$ cat src/hw/rtl/cw_envelope_agc_threshold_detector_defines.svh
// assertion macros shared by the cw envelope agc detector rtl
// expects clk_i and rst_ni in the scope of each use
`ifndef CW_ENVELOPE_AGC_THRESHOLD_DETECTOR_DEFINES_SVH
`define CW_ENVELOPE_AGC_THRESHOLD_DETECTOR_DEFINES_SVH

// property must hold at every clock edge outside reset
`define CWAGC_ASSERT(name, prop, msg) \
  name: assert property (@(posedge clk_i) disable iff (!rst_ni) prop) \
    else $error(msg);

// expression must never be true outside reset
`define CWAGC_NEVER(name, expr, msg) \
  name: assert property (@(posedge clk_i) disable iff (!rst_ni) !(expr)) \
    else $error(msg);

`endif

$ cat src/hw/rtl/cwagc_pkg.sv
// types, constants and helper functions of the cw envelope agc detector
// no dependencies
package cwagc_pkg;

  localparam int ENV_BITS        = 16;
  localparam int TRACK_FRAC_BITS = 24;
  localparam int GAIN_BITS       = 16;
  localparam int TIME_BITS       = 32;
  localparam int CFG_IDX_BITS    = 1;

  localparam logic [GAIN_BITS-1:0] ATTACK_GAIN_RST = 16'd328;
  localparam logic [GAIN_BITS-1:0] DECAY_GAIN_RST  = 16'd66;

  localparam logic [ENV_BITS-1:0] ENV_MAX = {ENV_BITS{1'b1}};

  // pre-divide level value: below five times the envelope range, or saturated
  localparam int LVL_W = ENV_BITS + 3;
  localparam logic [LVL_W-1:0] LEVEL_SAT = LVL_W'(5) << ENV_BITS;

  typedef enum logic [CFG_IDX_BITS-1:0] {
    REG_ATTACK_GAIN = 1'b0,
    REG_DECAY_GAIN  = 1'b1
  } cwagc_reg_e;

  typedef struct packed {
    logic [ENV_BITS-1:0]  envelope;
    logic                 in_tone;
    logic [TIME_BITS-1:0] sample_time;
  } cwagc_in_t;

  typedef struct packed {
    logic                 key_down;
    logic                 key_up;
    logic [TIME_BITS-1:0] event_time;
    logic [ENV_BITS-1:0]  upper_level;
    logic [ENV_BITS-1:0]  lower_level;
    logic [ENV_BITS-1:0]  peak_level;
  } cwagc_out_t;

  typedef enum logic [3:0] {
    ST_IDLE,
    ST_AVG_MUL,
    ST_AVG_UPD,
    ST_FP_MUL,
    ST_FP_UPD,
    ST_SUM,
    ST_LO,
    ST_DIV_UP,
    ST_DIV_LO
  } cwagc_state_e;

  typedef struct packed {
    logic busy;
    logic take;
    logic avg_mul;
    logic avg_upd;
    logic fp_mul;
    logic fp_upd;
    logic sum;
    logic lo;
    logic div_up;
    logic emit;
  } cwagc_ctrl_t;

  // exact unsigned divide by five, shift-add estimate plus remainder fixup
  function automatic logic [31:0] div5(input logic [31:0] n);
    logic [31:0] q;
    logic [31:0] r;
    q = (n >> 1) + (n >> 2);
    q = q + (q >> 4);
    q = q + (q >> 8);
    q = q + (q >> 16);
    q = q >> 2;
    r = n - ((q << 2) + q);
    return q + (((r << 3) - r) >> 5);
  endfunction

  // rounded level value to envelope units, saturated
  function automatic logic [ENV_BITS-1:0] level_of(input logic [LVL_W-1:0] m);
    logic [31:0] q;
    q = div5(32'(m));
    return (m >= LEVEL_SAT) ? ENV_MAX : q[ENV_BITS-1:0];
  endfunction

endpackage

$ cat src/hw/rtl/cwagc_track.sv
// shared tracking unit: x moves toward v by |v - x| * gain / 65536, rounded
// multiply and round into a register, then add or subtract combinationally; uses cwagc_pkg
`include "cw_envelope_agc_threshold_detector_defines.svh"

module cwagc_track #(
  parameter int STATE_BITS = cwagc_pkg::TRACK_FRAC_BITS + 8
) (
  input  logic                           clk_i,
  input  logic                           rst_ni,
  input  logic                           mul_en_i,
  input  logic [STATE_BITS-1:0]          x_i,
  input  logic [STATE_BITS-1:0]          v_i,
  input  logic [cwagc_pkg::GAIN_BITS-1:0] gain_i,
  output logic [STATE_BITS-1:0]          y_o
);
  import cwagc_pkg::*;

  localparam int PW = STATE_BITS + GAIN_BITS;
  localparam logic [PW-1:0] ROUND_HALF = PW'(1) << (GAIN_BITS - 1);

  logic                  rise_d, rise_q;
  logic [STATE_BITS-1:0] diff;
  logic [STATE_BITS-1:0] x_q;
  logic [STATE_BITS-1:0] step;
  logic [PW-1:0]         prod_d, prod_q;

  always_comb begin
    rise_d = v_i >= x_i;
    diff   = rise_d ? (v_i - x_i) : (x_i - v_i);
    prod_d = PW'(diff) * PW'(gain_i) + ROUND_HALF;
  end

  always_ff @(posedge clk_i) begin
    if (mul_en_i) begin
      prod_q <= prod_d;
      x_q    <= x_i;
      rise_q <= rise_d;
    end
  end

  // step never exceeds the distance, so no wrap
  assign step = prod_q[PW-1:GAIN_BITS];
  assign y_o  = rise_q ? (x_q + step) : (x_q - step);

  `CWAGC_ASSERT(a_step_no_overshoot, $past(mul_en_i) |-> (rise_q ? (y_o >= x_q && y_o <= v_i) : (y_o <= x_q && y_o >= v_i)), "tracking step overshoots the sample")

endmodule

$ cat src/hw/rtl/cwagc_seq.sv
// sequencer of the cw envelope agc detector, one word at a time
// drives the per-state control strobes; uses cwagc_pkg
`include "cw_envelope_agc_threshold_detector_defines.svh"

module cwagc_seq (
  input  logic                   clk_i,
  input  logic                   rst_ni,
  input  logic                   in_valid_i,
  input  logic                   out_free_i,
  output cwagc_pkg::cwagc_ctrl_t ctrl_o
);
  import cwagc_pkg::*;

  cwagc_state_e state_d, state_q;

  always_ff @(posedge clk_i or negedge rst_ni) begin
    if (!rst_ni) begin
      state_q <= ST_IDLE;
    end else begin
      state_q <= state_d;
    end
  end

  always_comb begin
    state_d     = state_q;
    ctrl_o      = '0;
    ctrl_o.busy = state_q != ST_IDLE;
    case (state_q)
      ST_IDLE: begin
        ctrl_o.take = in_valid_i;
        if (in_valid_i) state_d = ST_AVG_MUL;
      end
      ST_AVG_MUL: begin
        ctrl_o.avg_mul = 1'b1;
        state_d        = ST_AVG_UPD;
      end
      ST_AVG_UPD: begin
        ctrl_o.avg_upd = 1'b1;
        state_d        = ST_FP_MUL;
      end
      ST_FP_MUL: begin
        ctrl_o.fp_mul = 1'b1;
        state_d       = ST_FP_UPD;
      end
      ST_FP_UPD: begin
        ctrl_o.fp_upd = 1'b1;
        state_d       = ST_SUM;
      end
      ST_SUM: begin
        ctrl_o.sum = 1'b1;
        state_d    = ST_LO;
      end
      ST_LO: begin
        ctrl_o.lo = 1'b1;
        state_d   = ST_DIV_UP;
      end
      ST_DIV_UP: begin
        ctrl_o.div_up = 1'b1;
        state_d       = ST_DIV_LO;
      end
      ST_DIV_LO: begin
        // wait here while the previous word still sits in the output register
        ctrl_o.emit = out_free_i;
        if (out_free_i) state_d = ST_IDLE;
      end
      default: begin
        state_d = ST_IDLE;
      end
    endcase
  end

  `CWAGC_ASSERT(a_hold_when_blocked, (state_q == ST_DIV_LO && !out_free_i) |=> state_q == ST_DIV_LO, "result dropped while output register full")
  `CWAGC_ASSERT(a_take_starts_work, ctrl_o.take |=> ctrl_o.avg_mul, "accepted word did not start the sequence")

endmodule

$ cat src/hw/rtl/cw_envelope_agc_threshold_detector.sv
// a word taken runs through the sequencer states, then is registered on the
// output; no new word is taken until the sequencer is idle; under it the single
//   shared tracking multiplier is used twice per word (average, then floor or peak)
// reset: gains back to defaults, average 0, floor and peak 1.0, output empty
// no clearing pass after reset; uses cwagc_pkg, cwagc_seq, cwagc_track
`include "cw_envelope_agc_threshold_detector_defines.svh"

module cw_envelope_agc_threshold_detector #(
  parameter int TRACK_FRACTION_BITS = cwagc_pkg::TRACK_FRAC_BITS
) (
  input  logic                              clk_i,
  input  logic                              rst_ni,
  input  logic                              cfg_we_i,
  input  logic [cwagc_pkg::CFG_IDX_BITS-1:0] cfg_idx_i,
  input  logic [cwagc_pkg::GAIN_BITS-1:0]    cfg_data_i,
  input  logic                              in_valid_i,
  input  cwagc_pkg::cwagc_in_t              in_data_i,
  output logic                              in_stall_o,
  output logic                              out_valid_o,
  output cwagc_pkg::cwagc_out_t             out_data_o,
  input  logic                              out_stall_i
);
  import cwagc_pkg::*;

  localparam int SW     = TRACK_FRACTION_BITS + 8;
  localparam int ALIGN  = TRACK_FRACTION_BITS - (ENV_BITS - 8);
  localparam int UPW    = SW + 3;
  localparam int LOSUMW = SW + 4;

  localparam logic [SW-1:0]     STATE_ONE = SW'(1) << TRACK_FRACTION_BITS;
  localparam logic [UPW-1:0]    HALF_UP   = (UPW'(5) << ALIGN) >> 1;
  localparam logic [LOSUMW-1:0] HALF_LO   = LOSUMW'(5) << ALIGN;
  localparam logic [SW:0]       HALF_PK   = ((SW + 1)'(1) << ALIGN) >> 1;

  cwagc_ctrl_t ctrl;

  logic [GAIN_BITS-1:0] atk_q, dcy_q;
  logic [SW-1:0]        avg_q, floor_q, peak_q;

  logic [ENV_BITS-1:0]  env_q;
  logic                 tone_q;
  logic [TIME_BITS-1:0] time_q;
  logic                 upd_floor_q, upd_peak_q;
  logic [UPW-1:0]       up_q;
  logic [LOSUMW-1:0]    lo_q;
  logic [LVL_W-1:0]     m_q;
  logic                 kd_q, ku_q;
  logic [ENV_BITS-1:0]  uplvl_q, pklvl_q;

  logic                 out_valid_q;
  cwagc_out_t           out_data_d, out_data_q;
  logic                 out_free;

  logic [SW-1:0]        v;
  logic [UPW-1:0]       v5;
  logic [LOSUMW-1:0]    v10;
  logic [SW-1:0]        trk_x, trk_y;
  logic [GAIN_BITS-1:0] trk_gain;
  logic [UPW-1:0]       up_d;
  logic [LOSUMW-1:0]    lo_d;
  logic [UPW-1:0]       up_round;
  logic [LOSUMW-1:0]    lo_round;
  logic [SW:0]          pk_round, pk_shift;
  logic [ENV_BITS-1:0]  pklvl_d;
  logic                 live;

  assign out_free   = !out_valid_q || !out_stall_i;
  assign in_stall_o = ctrl.busy;

  cwagc_seq u_seq (
    .clk_i      (clk_i),
    .rst_ni     (rst_ni),
    .in_valid_i (in_valid_i),
    .out_free_i (out_free),
    .ctrl_o     (ctrl)
  );

  // sample aligned to the tracking format
  assign v   = SW'(env_q) << ALIGN;
  assign v5  = (UPW'(v) << 2) + UPW'(v);
  assign v10 = LOSUMW'(v5) << 1;

  // pick operands of the shared tracking unit
  always_comb begin
    trk_x    = avg_q;
    trk_gain = dcy_q;
    if (ctrl.fp_mul) begin
      if (v < avg_q) begin
        trk_x    = floor_q;
        trk_gain = (v < floor_q) ? atk_q : dcy_q;
      end else begin
        trk_x    = peak_q;
        trk_gain = (v > peak_q) ? atk_q : dcy_q;
      end
    end
  end

  cwagc_track #(
    .STATE_BITS (SW)
  ) u_track (
    .clk_i    (clk_i),
    .rst_ni   (rst_ni),
    .mul_en_i (ctrl.avg_mul | ctrl.fp_mul),
    .x_i      (trk_x),
    .v_i      (v),
    .gain_i   (trk_gain),
    .y_o      (trk_y)
  );

  // thresholds: up_q is 5x upper, lo_q is 10x lower
  always_comb begin
    up_d     = (UPW'(avg_q) << 2) + UPW'(floor_q);
    lo_d     = (LOSUMW'(up_q) << 1) + LOSUMW'(floor_q) - LOSUMW'(avg_q);
    up_round = up_q + HALF_UP;
    lo_round = lo_q + HALF_LO;
    pk_round = (SW + 1)'(peak_q) + HALF_PK;
    pk_shift = pk_round >> ALIGN;
    pklvl_d  = (|pk_shift[SW:ENV_BITS]) ? ENV_MAX : pk_shift[ENV_BITS-1:0];
  end

  always_ff @(posedge clk_i or negedge rst_ni) begin
    if (!rst_ni) begin
      atk_q   <= ATTACK_GAIN_RST;
      dcy_q   <= DECAY_GAIN_RST;
      avg_q   <= '0;
      floor_q <= STATE_ONE;
      peak_q  <= STATE_ONE;
    end else begin
      if (cfg_we_i) begin
        case (cwagc_reg_e'(cfg_idx_i))
          REG_ATTACK_GAIN: atk_q <= cfg_data_i;
          REG_DECAY_GAIN:  dcy_q <= cfg_data_i;
          default: begin
          end
        endcase
      end
      if (ctrl.avg_upd) avg_q <= trk_y;
      if (ctrl.fp_upd && upd_floor_q) floor_q <= trk_y;
      if (ctrl.fp_upd && upd_peak_q) peak_q <= trk_y;
    end
  end

  always_ff @(posedge clk_i) begin
    if (ctrl.take) begin
      env_q  <= in_data_i.envelope;
      tone_q <= in_data_i.in_tone;
      time_q <= in_data_i.sample_time;
    end
    if (ctrl.fp_mul) begin
      upd_floor_q <= v < avg_q;
      upd_peak_q  <= v > avg_q;
    end
    if (ctrl.sum) begin
      up_q    <= up_d;
      pklvl_q <= pklvl_d;
    end
    if (ctrl.lo) begin
      lo_q <= lo_d;
      kd_q <= v5 > up_q;
      m_q  <= LVL_W'(up_round >> ALIGN);
    end
    // m_q is reused: upper level value first, then lower
    if (ctrl.div_up) begin
      uplvl_q <= level_of(m_q);
      ku_q    <= v10 < lo_q;
      m_q     <= LVL_W'(lo_round >> (ALIGN + 1));
    end
  end

  assign live = peak_q != '0;

  always_comb begin
    out_data_d             = '0;
    out_data_d.key_down    = live && !tone_q && kd_q;
    out_data_d.key_up      = live && tone_q && ku_q;
    out_data_d.event_time  = time_q;
    out_data_d.upper_level = live ? uplvl_q : '0;
    out_data_d.lower_level = live ? level_of(m_q) : '0;
    out_data_d.peak_level  = pklvl_q;
  end

  always_ff @(posedge clk_i or negedge rst_ni) begin
    if (!rst_ni) begin
      out_valid_q <= 1'b0;
    end else if (ctrl.emit) begin
      out_valid_q <= 1'b1;
    end else if (!out_stall_i) begin
      out_valid_q <= 1'b0;
    end
  end

  always_ff @(posedge clk_i) begin
    if (ctrl.emit) out_data_q <= out_data_d;
  end

  assign out_valid_o = out_valid_q;
  assign out_data_o  = out_data_q;

  `CWAGC_NEVER(a_keys_exclusive, out_valid_o && out_data_o.key_down && out_data_o.key_up, "key down and key up in one word")
  `CWAGC_ASSERT(a_valid_from_emit, $rose(out_valid_o) |-> $past(ctrl.emit), "output valid without a finished word")

endmodule
$ cat config.mk
export PLATFORM = sky130hd
export DESIGN_NAME = cw_envelope_agc_threshold_detector
export DESIGN_NICKNAME = d
export VERILOG_FILES = /design/src/hw/rtl/cwagc_pkg.sv /design/src/hw/rtl/cwagc_track.sv /design/src/hw/rtl/cwagc_seq.sv /design/src/hw/rtl/cw_envelope_agc_threshold_detector.sv
export VERILOG_INCLUDE_DIRS = /design/src /design/src/hw/rtl
export SDC_FILE = /design/constraint.sdc
export NUM_CORES = 2
export LEC_CHECK = 0
export ABC_AREA = 1
export BUFFER_PORTS_ARGS = -buffer_cell sky130_fd_sc_hd__buf_2
export CAP_MARGIN = 15
export CORE_MARGIN = 1
export CORE_UTILIZATION = 59
export CTS_CLUSTER_SIZE = 30
export DETAILED_ROUTE_END_ITERATION = 10
export PLACE_DENSITY = 0.76
export SKIP_CTS_REPAIR_TIMING = 1
export SLEW_MARGIN = 10
export SYNTH_ARGS = -nofsm -noshare
export SYNTH_HDL_FRONTEND = slang
export SYNTH_SLANG_ARGS = --single-unit
export TNS_END_PERCENT = 100
$ cat constraint.sdc
create_clock -name clk_i -period 11.2 [get_ports clk_i]
set_input_delay 1.68 -clock clk_i [delete_from_list [all_inputs] [get_ports clk_i]]
set_output_delay 1.68 -clock clk_i [all_outputs]
set_load 0.005 [all_outputs]
Yosys cells after proc, flatten, opt, wreduce, memory -nomap -nowiden
Cells that the tools add are included.
W data, S select, Z words.
{"block": "classes", "add_sub_neg": 20, "reduce_logical": 17, "n_mul": 1, "order_cmp": 8, "n_bitwise": 2, "mux": 25, "eq_ne": 11}
{"operator": "$mux W32", "n": 4}
{"operator": "$sub A32 B32 Y32", "n": 3}
{"operator": "$mux W16", "n": 5}
{"operator": "$add A34 B32 Y35", "n": 2}
{"operator": "$gt A32 B32 Y1", "n": 2}
{"operator": "$lt A32 B32 Y1", "n": 2}
{"operator": "$add A48 B16 Y48 const B", "n": 1}
{"operator": "$mul A32 B16 Y48", "n": 1}
{"operator": "$mux W19", "n": 2}
{"operator": "$add A36 B19 Y36 const B", "n": 1}
{"operator": "$add A36 B32 Y36", "n": 1}
{"operator": "$lt A36 B36 Y1", "n": 1}
{"operator": "$pmux W4 S9", "n": 1}
{"operator": "$sub A36 B32 Y36", "n": 1}
{"operator": "$add A35 B18 Y35 const B", "n": 1}
{"operator": "$gt A35 B35 Y1", "n": 1}
{"operator": "$add A32 B16 Y33 const B", "n": 1}
{"operator": "$add A32 B32 Y32", "n": 1}
{"operator": "$ge A32 B32 Y1", "n": 1}
{"operator": "$reduce_bool A32 Y1", "n": 1}
{"operator": "$add A21 B5 Y22", "n": 1}
{"operator": "$add A20 B12 Y21", "n": 1}
{"operator": "$add A21 B20 Y21", "n": 1}
{"operator": "$sub A19 B21 Y21", "n": 1}
{"operator": "22 further kinds", "n": 47}
{"block": "totals", "out_inout_bits": 84, "inputBits": 71, "word_cells": 112, "reg_bits": 471}

Depth between registers and ports, before layout
{"block": "depth", "depth_word": 9, "ltp_mapped": 86, "mapped_depth_nobuf": 86}

Modules after synthesis
From an unflattened synthesis, not the netlist that was laid out.
{"block": "hier_totals", "hier_cells": 6618, "area_unflattened_um2": 53214.8}
{"mod": "cw_envelope_agc_threshold_detector", "cells_per_inst": 3354, "seq_area_each_um2": 10954.3, "area_per_inst_um2": 28290.9, "n_inst": 1}
{"mod": "cwagc_track", "cells_per_inst": 3228, "seq_area_each_um2": 1951.9, "area_per_inst_um2": 24676.2, "n_inst": 1}
{"mod": "cwagc_seq", "cells_per_inst": 36, "seq_area_each_um2": 100.1, "area_per_inst_um2": 247.7, "n_inst": 1}

Worst setup path after synthesis
Ideal clock, no wire load.
{"block": "synth_path", "path_type": "register to register", "start": "register m_q[1]", "end": "register out_data_q, in the netlist out_data_o[31], data pin", "t_required_ns": 10.950, "n_path_buf": 0, "path_slack_ns": 0.592, "setup_ns": 0.250, "arrival_time_ns": 10.357, "synth_period_minus_slack_ns": 10.608, "stages_incl_launch_ff": 73, "path_cell_list": "edfxtp_1 > ha_1 > inv_1 > fa_1 > o21ai_2 > nand2_1 > nand2_1 > a31oi_1 > o21a_1 > o21ai_0 > xor2_1 > ha_1 > a21oi_1 > a21boi_0 > o21ai_0 > a21oi_1 > nand3_1 > nand2_1 > [37 not listed] > nor3b_1 > nand2_1 > nand2_1 > a31o_2 > nand2_1 > nand2_1 > nand3_1 > nand2_1 > xor2_1 > ha_1 > inv_1 > nor3_1 > nor3b_1 > nand2_1 > nand3_1 > nand3_1 > nand2_1 > inv_1"}
{"block": "synth_via", "elab_chain_len": 9, "word_cells_on_any_way": 10, "cone_classes": "add/sub (8); order compare (1); mux (1)"}
{"element": "from (decl)", "line": "cw_envelope_agc_threshold_detector.sv:46", "source": "logic [LVL_W-1:0] m_q;"}
{"element": "from (signal assigned)", "line": "cw_envelope_agc_threshold_detector.sv:160", "source": "m_q <= LVL_W'(up_round >> ALIGN);"}
{"element": "from (signal assigned)", "line": "cw_envelope_agc_threshold_detector.sv:166", "source": "m_q <= LVL_W'(lo_round >> (ALIGN + 1));"}
{"element": "$add A18 B17 Y19", "line": "cwagc_pkg.sv:69", "source": "q = (n >> 1) + (n >> 2);"}
{"element": "$add A19 B15 Y20", "line": "cwagc_pkg.sv:70", "source": "q = q + (q >> 4);"}
{"element": "$add A20 B12 Y21", "line": "cwagc_pkg.sv:71", "source": "q = q + (q >> 8);"}
{"element": "$add A21 B5 Y22", "line": "cwagc_pkg.sv:72", "source": "q = q + (q >> 16);"}
{"element": "$add A21 B20 Y21", "line": "cwagc_pkg.sv:74", "source": "r = n - ((q << 2) + q);"}
{"element": "$sub A19 B21 Y21", "line": "cwagc_pkg.sv:74"}
{"element": "$sub A21 B21 Y21", "line": "cwagc_pkg.sv:75", "source": "return q + (((r << 3) - r) >> 5);"}
{"element": "$add A16 B16 Y16", "line": "cwagc_pkg.sv:75"}
{"element": "$mux W16 *", "line": "cwagc_pkg.sv:82", "source": "return (m >= LEVEL_SAT) ? ENV_MAX : q[ENV_BITS-1:0];"}
{"element": "to (signal assigned)", "line": "cw_envelope_agc_threshold_detector.sv:193", "source": "if (ctrl.emit) out_data_q <= out_data_d;"}
{"element": "to (decl)", "line": "cw_envelope_agc_threshold_detector.sv:51", "source": "cwagc_out_t out_data_d, out_data_q;"}
Mark *: on every way between the ends. The rest lies on a longest branch, timed or not.
A chain may end at the register's enable or synchronous reset.

Worst setup path in the final report
{"block": "layout_path", "start": "register m_q[2]", "end": "register out_data_q, in the netlist out_data_o[31], data pin"}
The elaborated chain is that of the path after synthesis.

==> flow_summary_export.csv <==
group,metric,value,unit
timing,setup_viol,0,
clocking,clock-sinks,455,
layout,drive_above_1_share,13.6,%
global_route,grt_start_max_net_pins,92,
floorplan,pin_count,155,
setup_path,critPathKind,"register to register",
global_route,grt_overflow,0,
setup_path,timing.reg2reg.worst_path_depth,75,
placed_design,place_hpwl,126000,um
timing,worst_slew_pin_slew,1.29,ns
routing,vias,45379,
clocking,worstSkewPairLatency,0.66,ns
layout,insertedDiodeCount,0,
timing,period_minus_slack,10.90,ns
yosys,synth_enable_flop_cells,322,
yosys,syn_inst,6320,
setup_path,cp_data_arrival_time,11.31,ns
setup_path,critPathLaunch,"m_q[2]",
timing,drv_slew,0,
yosys,async_flop_share,29.2,%
global_route,number_of_global_route_vias_before_repair,44606,
timing,skew,0.0608,ns
clocking,ctsRootBufferMaster,"clkbuf_16",
timing,maxSlewHeadroom,12.8,%
layout,layout_commonest_cell,"inv_1",
routing,total_wirelength,156000,um
setup_path,crit_slowest_cell,"fa_1",
clocking,maximum_buffer_depth_of_the_clock_tree,3,
hold_path,hold_startpoint,"time_q[11]",
yosys,synth.avg_cell_area,8.10,um^2
clocking,htree_levels,2,
global_route,antenna_found_initial,2,
clocking,cts_tree,"yes",
routing,dr.first_iter.drc_count,4319,
setup_path,cpPeakStageDelay,0.49,ns
hold_path,holdCritPathClass,"register to register",
placed_design,routability_congestion_estimate,1.01,
placed_design,number_of_port_buffers,154,
layout,final_net_count,7822,
routing,drt_pre_antenna_iters,6,
setup_path,crit-reg2reg-launch,"m_q[2]",
setup_path,critPathLaunchType,"register",
yosys,syn_area,51200,um^2
layout,final_cell_count_no_fill,7982,
run,number_of_max_capacitance_violations_reported,0,
status,outcome,"completed",
global_route,grt_first_pass_wirelength,240000,um
clocking,cts_buf_count,53,
yosys,yosys_register_bits,455,
floorplan,die_height,297,um
routing,antenna_violating_nets_post_route,0,
clocking,path_clk_slew,0.06,ns
timing,final.period_utilization,97.3,%
timing,max_clock_freq,91.7,MHz
hold_path,whs_path_depth,0,
routing,vias_per_cell,5.69,
global_route,grt_util_overall,35.5,%
yosys,synth.lib_cells_used.distinct,66,
floorplan,initial_utilization,59.9,%
layout,layout_stage_area_growth_over_the_synthesis_result,14.6,%
setup_path,cp_data_required_time,11.61,ns
floorplan,row_count,107,
yosys,yosys_warnings,0,
yosys,synth.yosys.seq_area_share,25.4,%
floorplan,core,85500,um^2
yosys,synth_ff_type,"edfxtp_1",
routing,wl_per_cell,19.6,um
layout,leading_cell_types_in_the_layout_fill_and_taps_excluded,"1255 x inv_1, 1206 x nand2_1, 494 x nor2_1, 470 x fa_1, 449 x ha_1",
setup_path,crit_fanout,5,
layout,postLayoutCoreUtil,68.6,%
setup_path,critPathCaptureType,"register",
setup_path,crit_top_cell,"nand2_1",
floorplan,die-area,88000,um^2
timing,finalHoldViolCount,0,
floorplan,die_w,297,um
routing,drc_errors,0,
placed_design,numPlacedInstances,7832,
==> metal layers <==
metal  wire, um  track usage [%]
met1      61000             45.7
met2      71900             57.6
met3      14400             5.90
met4       9050             18.2
met5         13                0
==> kinds of logic (layout without fill, tap and decap cells) <==
group | after synthesis | count (layout) | synth area share, %
AO/OA/AOI/OAI | 966 | 966 | 10.5
XOR/XNOR | 296 | 296 | 5.06
adder cells (fa/ha/maj) | 958 | 958 | 30.3
buffers and inverters | 1426 | 1942 | 10.6
flip-flops | 455 | 455 | 25.4
other | 2 | 3 | 0.0147
AND/OR/NAND/NOR | 2217 | 2218 | 18.1
==> registers in the layout, summed over array words and instances, names as in the netlist, 4 cells and up <==
name,cells
uplvl_q,16
u_seq.state_q,4
out_data_o,82
pklvl_q,16
peak_q,32
avg_q,32
m_q,19
u_track.prod_q,32
lo_q,36
up_q,35
u_track.x_q,32
env_q,16
atk_q,16
floor_q,32
dcy_q,16
time_q,32
==> cells in the mapped netlist (all sizes together) (7+ instances only) <==
cell       n  share of area (%)
nand4     66               0.82
xor2     211                3.6
edfxtp   322                 19
nor3b      7               0.10
o21a      21               0.31
a21o      23               0.34
and3       7              0.086
nand2   1272                9.6
xnor2     85                1.5
o21ai    394                3.9
nand3    224                2.2
nor3      54               0.58
clkinv     9              0.068
dfrtp    126                6.2
ha       487                 12
inv     1281                9.4
fa       471                 18
o211ai    25               0.38
nor2     519                3.9
nor4      33               0.42
o31ai      8               0.14
a31oi     52               0.64
a21oi    370                3.7
or2       23               0.28
dfstp      7               0.36
o21bai    25               0.37
buf       38               0.42
clkbuf    98               0.72
a21boi    17               0.25
a211oi     7               0.10
==> through the flow <==
stage / cell area [um^2] / hold slack [ns] / setup WS [ns] / TNS (ns)
after global routing: 58700 / 0.419 / -0.380 / -2.58
after floorplan: 51200 / 0.400 / 0.592 / 0
after detailed placement: 55600 / 0.405 / -0.241 / -0.812
after CTS: 57400 / 0.412 / -0.293 / -1.30
after global placement: 55600 / 0.401 / -0.00160 / -0.00160
final: 58700 / 0.411 / 0.297 / 0
==> cell type report <==
type | instances | area (um^2)
inverters | 1290 | 4850
repair buffers | 552 | 3820
multi-input cells | 4441 | 33800
well taps | 1144 | 1430
clock inverters | 40 | 375
flip-flops and latches | 455 | 13000
clock buffers | 60 | 1380
fillers | 6926 | 26900
==> worst max-delay path: cells and delay by family (launching register included) <==
family | cells | cell delay, ns
flip-flops | 1 | 0.39
AO/OA/AOI/OAI | 9 | 1.51
AND/OR/NAND/NOR | 38 | 3.78
XOR/XNOR | 5 | 0.87
adder cells (fa/ha/maj) | 9 | 2.81
buffers and inverters | 14 | 1.35
==> final timing paths <==
path	to	slack, ns
min	out_data_o[59]	0.41
min reg2reg	out_data_o[59]	0.41
max in group asynchronous	floor_q[1]	8.85
max reg2reg	out_data_o[31]	0.30
max	out_data_o[31]	0.30
min in group asynchronous	atk_q[4]	1.10
Power is not shown: default switching activity piles up to over one toggle a cycle in this logic, so the estimate is an artifact.
